<file path="config.mk">
export PLATFORM = sky130hd
export DESIGN_NAME = tsp_fifo
export DESIGN_NICKNAME = d
export VERILOG_FILES = /design/src/sv/tsp_pkg.sv /design/src/sv/tsp_fifo.sv
export SDC_FILE = /design/constraint.sdc
export NUM_CORES = 1
export LEC_CHECK = 0
export BUFFER_PORTS_ARGS = -buffer_cell sky130_fd_sc_hd__buf_2
export CAP_MARGIN = 20
export CORE_ASPECT_RATIO = 0.6
export CORE_MARGIN = 2
export CORE_UTILIZATION = 30
export CTS_CLUSTER_DIAMETER = 200
export DETAILED_ROUTE_END_ITERATION = 7
export GPL_TIMING_DRIVEN = 0
export REMOVE_ABC_BUFFERS = 1
export SLEW_MARGIN = 0
export SYNTH_ARGS = -nofsm -noshare
export SYNTH_HDL_FRONTEND = slang
export SYNTH_SLANG_ARGS = --single-unit
</file>
<file path="constraint.sdc">
create_clock -name clk -period 2.3 [get_ports clk]
set_input_delay 0 -clock clk [delete_from_list [all_inputs] [get_ports clk]]
set_output_delay 0 -clock clk [all_outputs]
set_load 0.1 [all_outputs]
</file>
<file path="src/sv/tsp_pkg.sv">
// Shared types and constants of the touch stroke line plotter.
// Used by the front, queue, back, top level and checker; no dependencies.
package tsp_pkg;

  // Cell coordinate width on the result channel
  localparam int CELL_W      = 6;
  localparam int TOUCH_W     = 8;
  localparam int IN_TDATA_W  = 16;
  localparam int OUT_TDATA_W = 16;

  // Input item kinds
  localparam logic [1:0] KIND_HELD    = 2'd0;
  localparam logic [1:0] KIND_RELEASE = 2'd1;
  localparam logic [1:0] KIND_CLEAR   = 2'd2;

  // Configuration register indexes
  localparam logic REG_ORIGIN_X = 1'b0;
  localparam logic REG_ORIGIN_Y = 1'b1;

  // Command queue between front and back
  localparam int QDEPTH = 2;
  localparam int QAW    = 1;

  typedef enum logic [1:0] {
    OP_HELD,
    OP_END,
    OP_CLEAR
  } op_t;

  typedef struct packed {
    op_t               op;
    logic [CELL_W-1:0] cx;
    logic [CELL_W-1:0] cy;
  } cmd_t;

  typedef enum logic [3:0] {
    B_INIT,
    B_IDLE,
    B_CLEAR,
    B_START_RD,
    B_START_CHK,
    B_DIV,
    B_STEP_RD,
    B_STEP_CHK,
    B_END_EMIT
  } back_state_t;

endpackage

</file>
<file path="src/sv/tsp_fifo.sv">
// Two-entry command queue between the front end and the line engine.
// Depends on tsp_pkg for the command type and depth.
module tsp_fifo (
  input  logic          clk,
  input  logic          rst_n,
  input  logic          push,
  input  tsp_pkg::cmd_t push_cmd,
  output logic          full,
  output logic          cmd_valid,
  output tsp_pkg::cmd_t cmd,
  input  logic          pop
);

  tsp_pkg::cmd_t            slot_r [tsp_pkg::QDEPTH];
  logic [tsp_pkg::QAW-1:0]  wp_r;
  logic [tsp_pkg::QAW-1:0]  rp_r;
  logic [tsp_pkg::QAW:0]    cnt_r;
  logic                     do_push;
  logic                     do_pop;

  assign full      = (cnt_r == (tsp_pkg::QAW+1)'(tsp_pkg::QDEPTH));
  assign cmd_valid = (cnt_r != '0);
  assign cmd       = slot_r[rp_r];
  assign do_push   = push && !full;
  assign do_pop    = pop && cmd_valid;

  // Pointers and fill count
  always_ff @(posedge clk) begin
    if (!rst_n) begin
      wp_r  <= '0;
      rp_r  <= '0;
      cnt_r <= '0;
    end else begin
      if (do_push) wp_r <= wp_r + 1'b1;
      if (do_pop)  rp_r <= rp_r + 1'b1;
      case ({do_push, do_pop})
        2'b10:   cnt_r <= cnt_r + 1'b1;
        2'b01:   cnt_r <= cnt_r - 1'b1;
        default: cnt_r <= cnt_r;
      endcase
    end
  end

  // Entry storage
  always_ff @(posedge clk) begin
    if (do_push) slot_r[wp_r] <= push_cmd;
  end

endmodule

</file>
==> results.md <==
- Status: finished clean
- CP required: around 2.2 ns
- Relative slew margins: 52.5%
- Largest net degree at the start of global routing: 15
- Min cycle time layout: 1.80 ns
- Via Count: about 750
- Worst path depth: 4
- Die Wd: 87.1 um
- # diodes: 0
- Vias per cell: between 4 and 5
- Crit path cell chain: nand2b_2 -> inv_2 -> or3_1 -> inv_1
- H-tree levels: 2
- Crit path max-delay cell type: inv_1
- Die footprint: roughly 4700 um^2
- Startpoint Class: register
- Max cap viols: 0
- CTS max path bufs: 2
- CTS tree: built
- First-pass GRT wire length: 3390 um
- RSZ-0062 raised after global routing: no
- Wire per inst: ~13 um
- DRC errors left: 0
- Top FF cell, synth: edfxtp_1
- Die Ht: 53.9 um
- Synth top area share: 67.7%
- Worst Skew: 0.00408 ns
- Ports: 34
- Layout cells sized above 1: 43.5%
- Pre-Repair DR Iteration Count: 4
- EDFF count, synth: 28
- Rows: 18
- Synth Area per Inst: ~18 um^2
- Synth area leader: edfxtp_1
- CTS buffer count: 5
- Initial antenna violation count: 0
- Final setup fails: 0
- CP top delay family: buffers and inverters
- Top post-synthesis cells by area: edfxtp_1, mux2_2, dfxtp_1, mux2_1, xnor2_1
- Crit path from: cnt_r[0]$_SDFFE_PN0P_
- Tightest Hold Check Type: input pin to register
- Post-Syn Instances: 69
- Worst-Margin Slew: around 0.71 ns
- Crit path max fanout: 14
- Worst R2R Setup Slack: 0.50 ns
- Setup ws final: roughly 0.50 ns
- Netlist Area Pre-Place: 1240 um^2
- Post-route clock period utilization: roughly 78%
- Setup TNS Final: 0 ns
- Core area: 4030 um^2
- Final ANT Viol Nets: 0
- Register area share after synthesis: 75.7%
- CTS sink count: 33
- Max Slew Vio Count: 0
- FFs w/ async S/R, synth: 0%
- Worst slack, placed: around 0.5 ns
- FMAX: 557 MHz
- Post-Route WL: 2210 um
- Global route overflow: 0
- GRT Util Overall: 10.5%
- WP data arrival: 1.71 ns
- Most common cell in the netlist: edfxtp_1
- Vias in the first global route: 772
- Max incr delay on CP: 0.48 ns
- Starting density of the core: 30.8%
- Root buffer cell: clkbuf_8
- Synthesis-stage register bit count: 33
- Worst setup endpoint: slot_r[0][3]$_DFFE_PP_
- Clock slew at reported path FFs: around 0.060 ns
- Warnings, synthesis: 0
- Area Overhead vs Synth: 38.2%
- Worst R2R Path Depth: 4
- Nets@finish: roughly 140
- Kind of critical path: register to register
- Drt initial violations: 24
- Synth top cells by count: edfxtp_1, mux2_2, dfxtp_1, mux2_1, xnor2_1
- GPL Wtd Cong: 0.610
- Final hold vios: 0
- Post-synthesis cell type count: 19
- Cts repair resizes: 0
- Buf/Inv on CP: 2
- Final HPWL DP: 1390 um
- Worst skew pair latency: around 0.28 ns
- Reg-to-Reg End: slot_r[0][3]$_DFFE_PP_
- Port bufs: 33
- CP Capture Type: register
- Critical R2R Launch: cnt_r[0]$_SDFFE_PN0P_
==> area by class of cell <==
cell class,count,area (um^2)
timing repair buffer,48,315
multi-input combinational,32,285
inverter,3,11.3
fill,368,2310
sequential,33,941
clock inverter,1,5.00
tap,50,62.6
clock buffer,7,96.3
==> cells in the final DEF, fill, tap and decap left out, drive strengths merged <==
cell type,Yosys,routed
buf,1,33
edfxtp,28,28
dlygate4sd3,0,15
mux2,14,14
clkbuf,0,7
dfxtp,5,5
xnor2,3,3
inv,3,3
nor2b,2,2
or3,2,2
o21ai,2,2
a21boi,2,2
o21a,1,1
nand2b,1,1
nand2,1,1
or2,1,1
and3,1,1
and2,1,1
ha,1,1
clkinv,0,1
==> worst register-to-register path, cell delays in order, from the launching register on <==
cell and delay [ns]:
dfxtp_1 0.41, nand2b_2 0.17, inv_2 0.05, or3_1 0.32, inv_1 0.48
==> registers in the layout (all words and copies together), names as in the netlist, named ones only <==
signal and cells:
wp_r 1, rp_r 1, slot_r 28, cnt_r 2
==> stage by stage <==
| stage | hold WS (ns) | area [um^2] | std cells | util (%) |
|---|---|---|---|---|
| after floorplan | 0.0989 | 1240 | 68 | - |
| after CTS | 0.104 | 1720 | 174 | 42.6 |
| after detailed placement | 0.192 | 1470 | 151 | 36.3 |
| after global placement | 0.187 | 1470 | 151 | 36.3 |
| after global routing | 0.139 | 1720 | 174 | 42.6 |
| final | 0.113 | 1720 | 174 | 42.6 |
==> worst min-delay path by stage <==
stage,to,slack [ns],depth (start not counted),from
final,wp_r$_SDFFE_PN0N_,0.11,4,push
after global routing,wp_r$_SDFFE_PN0N_,0.14,4,push
after CTS,wp_r$_SDFFE_PN0N_,0.10,4,push
after detailed placement,slot_r[1][9]$_DFFE_PP_,0.19,1,push_cmd[9]
after global placement,slot_r[0][6]$_DFFE_PP_,0.19,1,push_cmd[6]
after floorplan,slot_r[0][0]$_DFFE_PP_,0.1,0,push_cmd[0]
==> layer usage <==
layer | track usage [%] | wire, um | vias up
met3 | 5.06 | 145 | 5
met1 | 10.2 | 938 | 355
met4 | 5.47 | 40 | 0
li1 | - | - | 367
met5 | 0 | 0 | -
met2 | 19.1 | 1080 | 22
==> cells by family after synthesis <==
kind of cell | share of synthesized area (%)
flops | 75.7
mux | 12.7
simple gates | 4.53
compound gates | 2.62
buf+inv | 1.31
xor+xnor | 2.12
fa+ha+maj | 1.01
==> timing repair <==
action / 4_1_cts / 5_1_grt
buffers inserted: 0 / 0
hold endpoints to repair: 32 / 0
hold buffers: 15 / 0
Power is not shown: default switching activity piles up to over one toggle a cycle in this logic, so the estimate is an artifact.
