### config.mk
export PLATFORM = sky130hd
export DESIGN_NAME = tsp_front
export DESIGN_NICKNAME = d
export VERILOG_FILES = /design/src/sv/tsp_pkg.sv /design/src/sv/tsp_front.sv
export SDC_FILE = /design/constraint.sdc
export NUM_CORES = 1
export LEC_CHECK = 0
export BUFFER_PORTS_ARGS = -buffer_cell sky130_fd_sc_hd__buf_2
export CORE_ASPECT_RATIO = 0.7
export CORE_MARGIN = 2
export CORE_UTILIZATION = 35
export CTS_CLUSTER_SIZE = 20
export DETAILED_ROUTE_END_ITERATION = 16
export PLACE_DENSITY_LB_ADDON = 0.25
export SYNTH_ARGS = -nofsm -noshare
export SYNTH_HDL_FRONTEND = slang
export SYNTH_SLANG_ARGS = --single-unit
### constraint.sdc
create_clock -name clk -period 6.6 [get_ports clk]
set_input_delay 0.66 -clock clk [delete_from_list [all_inputs] [get_ports clk]]
set_output_delay 0.66 -clock clk [all_outputs]
set_load 0.02 [all_outputs]
### src/sv/tsp_pkg.sv
// Shared types and constants of the touch stroke line plotter.
// Used by the front, queue, back, top level and checker; no dependencies.
package tsp_pkg;

  // Cell coordinate width on the result channel
  localparam int CELL_W      = 6;
  localparam int TOUCH_W     = 8;
  localparam int IN_TDATA_W  = 16;
  localparam int OUT_TDATA_W = 16;

  // Input item kinds
  localparam logic [1:0] KIND_HELD    = 2'd0;
  localparam logic [1:0] KIND_RELEASE = 2'd1;
  localparam logic [1:0] KIND_CLEAR   = 2'd2;

  // Configuration register indexes
  localparam logic REG_ORIGIN_X = 1'b0;
  localparam logic REG_ORIGIN_Y = 1'b1;

  // Command queue between front and back
  localparam int QDEPTH = 2;
  localparam int QAW    = 1;

  typedef enum logic [1:0] {
    OP_HELD,
    OP_END,
    OP_CLEAR
  } op_t;

  typedef struct packed {
    op_t               op;
    logic [CELL_W-1:0] cx;
    logic [CELL_W-1:0] cy;
  } cmd_t;

  typedef enum logic [3:0] {
    B_INIT,
    B_IDLE,
    B_CLEAR,
    B_START_RD,
    B_START_CHK,
    B_DIV,
    B_STEP_RD,
    B_STEP_CHK,
    B_END_EMIT
  } back_state_t;

endpackage

### src/sv/tsp_front.sv
// Front end: origin registers, input handshake and sample classification.
// Depends on tsp_pkg; feeds commands into tsp_fifo.
module tsp_front #(
  parameter int GRID_W = 64,
  parameter int GRID_H = 64
) (
  input  logic                        clk,
  input  logic                        rst_n,
  input  logic                        cfg_we,
  input  logic                        cfg_addr,
  input  logic [tsp_pkg::TOUCH_W-1:0] cfg_wdata,
  input  logic                        in_tvalid,
  output logic                        in_tready,
  input  logic [1:0]                  in_kind,
  input  logic [tsp_pkg::TOUCH_W-1:0] in_x,
  input  logic [tsp_pkg::TOUCH_W-1:0] in_y,
  input  logic                        init_busy,
  input  logic                        q_full,
  output logic                        push,
  output tsp_pkg::cmd_t               push_cmd
);

  localparam logic [tsp_pkg::TOUCH_W-1:0] LIM_X = tsp_pkg::TOUCH_W'(GRID_W - 1);
  localparam logic [tsp_pkg::TOUCH_W-1:0] LIM_Y = tsp_pkg::TOUCH_W'(GRID_H - 1);

  logic [tsp_pkg::TOUCH_W-1:0] origin_x_r;
  logic [tsp_pkg::TOUCH_W-1:0] origin_y_r;
  logic [tsp_pkg::TOUCH_W:0]   off_x;
  logic [tsp_pkg::TOUCH_W:0]   off_y;
  logic                        in_region;
  logic                        accept;

  // Origin registers
  always_ff @(posedge clk) begin
    if (!rst_n) begin
      origin_x_r <= '0;
      origin_y_r <= '0;
    end else if (cfg_we) begin
      unique case (cfg_addr)
        tsp_pkg::REG_ORIGIN_X: origin_x_r <= cfg_wdata;
        tsp_pkg::REG_ORIGIN_Y: origin_y_r <= cfg_wdata;
        default: ;
      endcase
    end
  end

  // No items during the canvas clearing pass after reset
  assign in_tready = !init_busy && !q_full;
  assign accept    = in_tvalid && in_tready;

  // Region test: borrow means left of origin
  assign off_x     = {1'b0, in_x} - {1'b0, origin_x_r};
  assign off_y     = {1'b0, in_y} - {1'b0, origin_y_r};
  assign in_region = !off_x[tsp_pkg::TOUCH_W] && !off_y[tsp_pkg::TOUCH_W] &&
                     (off_x[tsp_pkg::TOUCH_W-1:0] < LIM_X) &&
                     (off_y[tsp_pkg::TOUCH_W-1:0] < LIM_Y);

  // Kind decoder
  always_comb begin
    push_cmd.cx = tsp_pkg::CELL_W'(off_x[tsp_pkg::TOUCH_W-1:1]);
    push_cmd.cy = tsp_pkg::CELL_W'(off_y[tsp_pkg::TOUCH_W-1:1]);
    push_cmd.op = tsp_pkg::OP_END;
    push        = 1'b0;
    unique case (in_kind)
      tsp_pkg::KIND_HELD: begin
        push        = accept;
        push_cmd.op = in_region ? tsp_pkg::OP_HELD : tsp_pkg::OP_END;
      end
      tsp_pkg::KIND_RELEASE: begin
        push        = accept;
        push_cmd.op = tsp_pkg::OP_END;
      end
      tsp_pkg::KIND_CLEAR: begin
        push        = accept;
        push_cmd.op = tsp_pkg::OP_CLEAR;
      end
      default: push = 1'b0;
    endcase
  end

endmodule

==> summary.md, run 1 <==
| Metric | Value |
|---|---|
| Run status | finished, final reports clean |
| Syn_area_per_cell | 7.93 sq um |
| Pwr Density | between 150 and 200 nW/um^2 |
| First-pass GRT wire length | 4.97 mm |
| Worst-case reg-to-reg path depth | 4 |
| Vias | 1,266 |
| Nets@finish | approximately 270 |
| Worst path depth | 12 |
| Synthesized flop and latch total | 16 |
| Initial DRC count | 36 |
| # H-tree levels | 1 |
| Max Root-Sink Buffers | 2 |
| Area occupied by multi-input gates | 953 sq um |
| CP Max Fanout | 2 |
| Worst Path Buf+Inv | 4 |
| Largest net degree at the start of global routing | 17 |
| Total Routing Usage GR | 0.138 |
| Setup TNS | 0 ns |
| Chip height | 56.2 um |
| Core area | roughly 3600 sq um |
| Pins over their slew limit | 0 |
| Min Tclk post-route | ~3.7 ns |
| Worst Setup End Kind | output pin |
| Most common library cell in the layout ignoring fill and taps | buf_2 |
| Leading cell types in the layout, fill and taps excluded | 48 x buf_2, 19 x inv_1, 17 x ha_1, 16 x dfxtp_1, 14 x nor2_1 |
| Layout Skew | 0 ns |
| Grt total ovfl | 0 |
| Max VDD drop | 0.000127 V |
| Slew HR | 0.383 |
| Gpl congestion | 0.815 |
| Critical-path top delay cell | or4_4 |
| Die ar. | 4420 sq um |
| Synth cell types | 34 |
| Die X | 78.6 um |
| Clk root buf | clkbuf_8 |
| CP arrival | about 3.0 ns |
| Slowest stage delay, CP | 0.52 ns |
| Layout cells sized above 1 | 0.260 |
| IO Count | 49 |
| Critical Path Source Type | input pin |
| Hold crit path type | reg2reg |
| Syn Inst Count | 172 |
| Antenna-violating nets left | 0 |
| Tcrit/Tclk final | 0.560 |
| Synthesized area | 1360 sq um |
| # DRC | 0 |
| RSZ-0062 raised after global routing | false |
| Post-synth net total | 224 |
| Post-cts sizing count | 0 |
| TritonCTS clock tree | yes |
| Setup violators final | 0 |
| Cell family with most CP delay | compound AO/OA/AOI/OAI gates |
| Layout area overhead | 24.9% |
| Layout fillers | 375 |
| Worst path cell trace | buf_2, inv_1, ha_1, inv_1, fa_1, a21o_1, a221oi_2, xnor2_1, or4_4, a221oi_2, a41oi_1, buf_2 |
| Slew @ Worst Pin | a little over 0.9 ns |
| Initial Util | 0.376 |
| Sequential fraction of the synthesis area | 0.235 |
| Initial antenna violation count | 0 |
| Avg WL per Cell | about 11 um |
| Vias per Instance | around 4.7 |
| Fmax achieved | 270 MHz |
| Setup bufs post-CTS | 0 |
| Clock-pin slew on the worst setup and hold paths | approximately 0.06 ns |
| Detailed placement HPWL | 2.56 mm |
| FP Rows | 18 |
| Worst Hold Depth | 2 |
| Crit path kind | in2out |
| Number of global-route vias before repair | 1,137 |
| WHS | 0.465 ns |
| Num CTS Buffers | 3 |
| Max Cap Viol | 0 |
| Port bufs | 48 |
| Ant. Diodes | 0 |
| Clock sinks | 16 |
| Yosys warns | 0 |
| Leakage | between 0.7 and 0.8 nW |
| Clk_lat worst skew | 0.25 ns |
| FF+latch area | 320 sq um |
| WP data required | between 5 and 6 ns |
| Final wirelength | 3.00 mm |
| Fin. Hold Viols | 0 |
| Pre-Repair DR Iteration Count | 4 |
| Hold Buf Count CTS | 0 |
[sequential cells by signal, indices dropped and copies added (netlist names)]
register / cells
origin_x_r: 8
origin_y_r: 8
[Yosys cell counts]
cell type,instances,share of area
xor2_1,5,0.032
a21boi_0,8,0.044
or3_1,1,0.0046
a221oi_2,2,0.022
nor3_1,3,0.011
o21a_1,4,0.022
nor2b_1,12,0.055
nor2_1,14,0.039
o21ai_0,4,0.015
o221ai_1,1,0.0064
a31oi_1,1,0.0046
or4_4,1,0.0083
xnor2_1,5,0.032
o311ai_0,2,0.013
fa_1,2,0.029
a21oi_1,12,0.044
and3b_1,1,0.0064
or4_1,1,0.0055
nand2_1,11,0.030
or2_2,2,0.0092
o31a_1,1,0.0064
ha_1,17,0.16
and3_1,3,0.014
inv_1,19,0.052
nand4_1,1,0.0046
nand3_1,9,0.033
dfxtp_1,16,0.23
clkbuf_1,5,0.014
nor3b_1,1,0.0055
a211oi_1,1,0.0055
mux2i_1,1,0.0073
a21o_1,4,0.022
a41oi_1,1,0.0064
o31ai_1,1,0.0055
[power breakdown]
group	leakage (nW)	internal, mW	switching (mW)
Sequential	0.131	0.101	0.00190
Combinational	0.598	0.0507	0.0699
Clock	0.0288	0.0529	0.0326
[layer usage]
layer / GRT usage / up-vias / routed length (um) / share of wire
li1: - / 691 / - / -
met1: 0.203 / 544 / 1600 / 0.53
met2: 0.208 / 31 / 1200 / 0.40
met3: 0.0422 / 0 / 193 / 0.064
met4: 0.00752 / 0 / 0 / 0
met5: 0 / - / 0 / 0
[final cells by class]
| class | count | share of cell area |
|---|---|---|
| multi-input combinational | 132 | 0.560 |
| sequential | 16 | 0.188 |
| timing repair buffer | 48 | 0.141 |
| inverter | 19 | 0.0419 |
| tap | 50 | 0.0367 |
| clock buffer | 4 | 0.0323 |
[worst reg2reg max path, delay by kind of cell (launching register included)]
| family | cells | cell delay, ns |
|---|---|---|
| buffers and inverters | 1 | 0.07 |
| DFF | 1 | 0.33 |
| and+or+nand+nor | 2 | 0.10 |
| AOI/OAI and AO/OA | 1 | 0.16 |
[cells by family after synthesis]
group	share of synthesized area
multiplexers	0.00734
adder cells (fa/ha/maj)	0.185
AO/OA/AOI/OAI	0.217
flip-flops	0.235
AND/OR/NAND/NOR	0.226
buffers and inverters	0.0661
XOR/XNOR	0.0642
[through the flow]
step | util | area, sq um | std cells | total power [mW] | worst slack [ns]
2_1_floorplan | - | 1360 | 172 | 0.190 | 3.03
3_3_place_gp | 0.454 | 1650 | 265 | 0.225 | 2.97
3_5_place_dp | 0.454 | 1650 | 265 | 0.226 | 2.90
4_1_cts | 0.470 | 1700 | 269 | 0.312 | 2.89
5_1_grt | 0.470 | 1700 | 269 | 0.330 | 2.77
6_report | 0.470 | 1700 | 269 | 0.309 | 2.90
[path summary, 6_finish.rpt]
kind	start	to	slack [ns]
min	origin_y_r[4]	origin_y_r[4]	0.46
max	in_y[0]	push_cmd[12]	2.90
min reg2reg	origin_y_r[4]	origin_y_r[4]	0.46
max reg2reg	origin_x_r[1]	origin_x_r[1]	5.84
Note: power is estimated with default switching activity, not from simulation.
==> inputs of run 2 (changes only) <==
==> constraint.sdc (replaced) <==
create_clock -name clk -period 3.5 [get_ports clk]
set_input_delay 0.35 -clock clk [delete_from_list [all_inputs] [get_ports clk]]
set_output_delay 0.35 -clock clk [all_outputs]
set_load 0.02 [all_outputs]
==> run 2 against run 1 <==
  * Hold slack lost 0.090 ns
  * Clock skew did not move
  * Clock power increased by 56%
  * Sequential cell count unchanged
  * Sequential power grew 88%
  * Largest cell class unchanged
  * Final area is 0.81% lower
  * Via count fell by 0.71%
  * Cell count is 0.37% lower
  * Critical endpoint unchanged
  * Combinational power increased by 87%
  * First-iteration DRC count decreased by 33%
  * Register-to-register slack lost 3.1 ns
  * Critical path depth is 2 lower
  * Critical path type is now reg2out
==> summary.md, run 2 (synthesis results as in run 1) <==
| Metric | Value |
|---|---|
| Layout Skew | 0 ns |
| Num CTS Buffers | 3 |
| Switching power | 0.191 mW |
| Clock-pin slew on the worst setup and hold paths | 0.06 ns |
| FP Rows | 18 |
| Largest net degree at the start of global routing | 17 |
| Worst path cell trace | ha_1, inv_1, fa_1, a21o_1, a221oi_2, xnor2_1, or4_4, a221oi_2, a41oi_1, buf_2 |
| Antenna-violating nets left | 0 |
| Grt total ovfl | 0 |
| Final core occ | 0.466 |
| Clk root buf | clkbuf_8 |
| Number of global-route vias before repair | 1,130 |
| Total Routing Usage GR | 0.138 |
| IO Count | 49 |
| Register share of total power | 0.351 |
| CP most frequent cell | a221oi_2 |
| Core area | 3630 sq um |
| Pins over their slew limit | 0 |
| Detailed placement HPWL | roughly 2.5 mm |
| Pint | 0.362 mW |
| Slowest stage delay, CP | 0.52 ns |
| Max Cap Viol | 0 |
| Ant. Diodes | 0 |
| Fin. Hold Viols | 0 |
| Most common library cell in the layout ignoring fill and taps | buf_2 |
| Layout fillers | 385 |
| WP data required | 3.15 ns |
| Critical-path top delay cell | or4_4 |
| Avg WL per Cell | between 10 and 15 um |
| Slew HR | 0.389 |
| Pwr Density | 328 nW/um^2 |
| First-pass GRT wire length | 4.96 mm |
| Leakage | approximately 0.75 nW |
| RSZ-0062 raised after global routing | false |
| Crit path kind | reg2out |
| Vias per Instance | 4.69 |
| Post-cts sizing count | 0 |
| Worst Path Buf+Inv | 2 |
| Critical Path Source Type | flop |
| CP arrival | 2.81 ns |
| Layout area overhead | 23.9% |
| Die X | 78.6 um |
| Gpl congestion | 0.790 |
| Nets@finish | ~270 |
| Port bufs | 48 |
| Worst Setup End Kind | output pin |
| Final wirelength | 2.93 mm |
| Max Root-Sink Buffers | 2 |
| Clock share of power | 0.241 |
| Clk_lat worst skew | 0.24 ns |
| Setup violators final | 0 |
| Tcrit/Tclk final | 0.903 |
| CP Max Fanout | 2 |
| Vias | 1,257 |
| Clock sinks | 16 |
| Slew @ Worst Pin | 0.914 ns |
| Max VDD drop | 0.000185 V |
| Initial DRC count | 24 |
| Cell family with most CP delay | compound AO/OA/AOI/OAI gates |
| Min Tclk post-route | between 3 and 4 ns |
| Biggest regs | origin_x_r: 8 flops, origin_y_r: 8 flops |
| Setup TNS | 0 ns |
| TritonCTS clock tree | yes |
| Pre-Repair DR Iteration Count | 4 |
| Switching Fraction | 0.346 |
| Run status | finished, final reports clean |
| Layout cells sized above 1 | 0.257 |
| Initial antenna violation count | 0 |
| Logic pwr share | 0.408 |
| Die ar. | 4420 sq um |
| Fmax achieved | 316 MHz |
| # H-tree levels | 1 |
| Hold crit path type | in2reg |
| Chip height | roughly 56 um |
| Leading cell types in the layout, fill and taps excluded | 48 x buf_2, 19 x inv_1, 17 x ha_1, 16 x dfxtp_1, 14 x nor2_1 |
| Initial Util | 0.376 |
| Setup bufs post-CTS | 0 |
| Hold Buf Count CTS | 0 |
| # DRC | 0 |
run 2: worst register-to-register path: stages (launching register included):
cell and delay [ns]:
dfxtp_1 0.32, inv_1 0.07, nor2_1 0.04, a21oi_1 0.17, nor2b_1 0.06
run 2: cell type report:
type / instances / area (sq um) / area share
multi-input combinational: 132 / 953 / 0.564
sequential: 16 / 320 / 0.190
timing repair buffer: 48 / 240 / 0.142
inverter: 19 / 71.3 / 0.0422
tap: 50 / 62.6 / 0.0370
clock buffer: 3 / 41.3 / 0.0244
run 2: power groups by stage:
stage	combinational, mW	sequential (mW)	clock [mW]
3_5_place_dp	0.228	0.198	0
4_1_cts	0.229	0.194	0.138
5_1_grt	0.254	0.195	0.148
2_1_floorplan	0.160	0.197	0
3_3_place_gp	0.227	0.198	0
6_report	0.226	0.194	0.133
run 2: layer usage:
metal / global-route usage / vias up / part of all wire
li1: - / 688 / -
met1: 0.208 / 542 / 0.55
met2: 0.204 / 27 / 0.39
met3: 0.0373 / 0 / 0.060
met4: 0.00752 / 0 / 0
met5: 0 / - / 0
run 2: final timing paths:
path | startpoint | endpoint | slack (ns) | cells after the start
worst max-delay path | origin_y_r[0] | push_cmd[12] | 0.34 | 10
worst min-delay path | cfg_wdata[3] | origin_y_r[3] | 0.37 | 3
worst max register to register | origin_x_r[1] | origin_x_r[1] | 2.73 | 4
worst min register to register | origin_y_r[4] | origin_y_r[4] | 0.46 | 2
run 2: metrics by stage:
| step | power [mW] | setup slack (ns) | hold WS, ns | instance area, sq um | cells |
|---|---|---|---|---|---|
| 2_1_floorplan | 0.358 | 0.547 | 0.443 | 1360 | 172 |
| 3_3_place_gp | 0.425 | 0.488 | 0.458 | 1650 | 265 |
| 3_5_place_dp | 0.426 | 0.440 | 0.458 | 1650 | 265 |
| 4_1_cts | 0.561 | 0.320 | 0.373 | 1690 | 268 |
| 5_1_grt | 0.597 | 0.151 | 0.378 | 1690 | 268 |
| 6_report | 0.554 | 0.338 | 0.375 | 1690 | 268 |
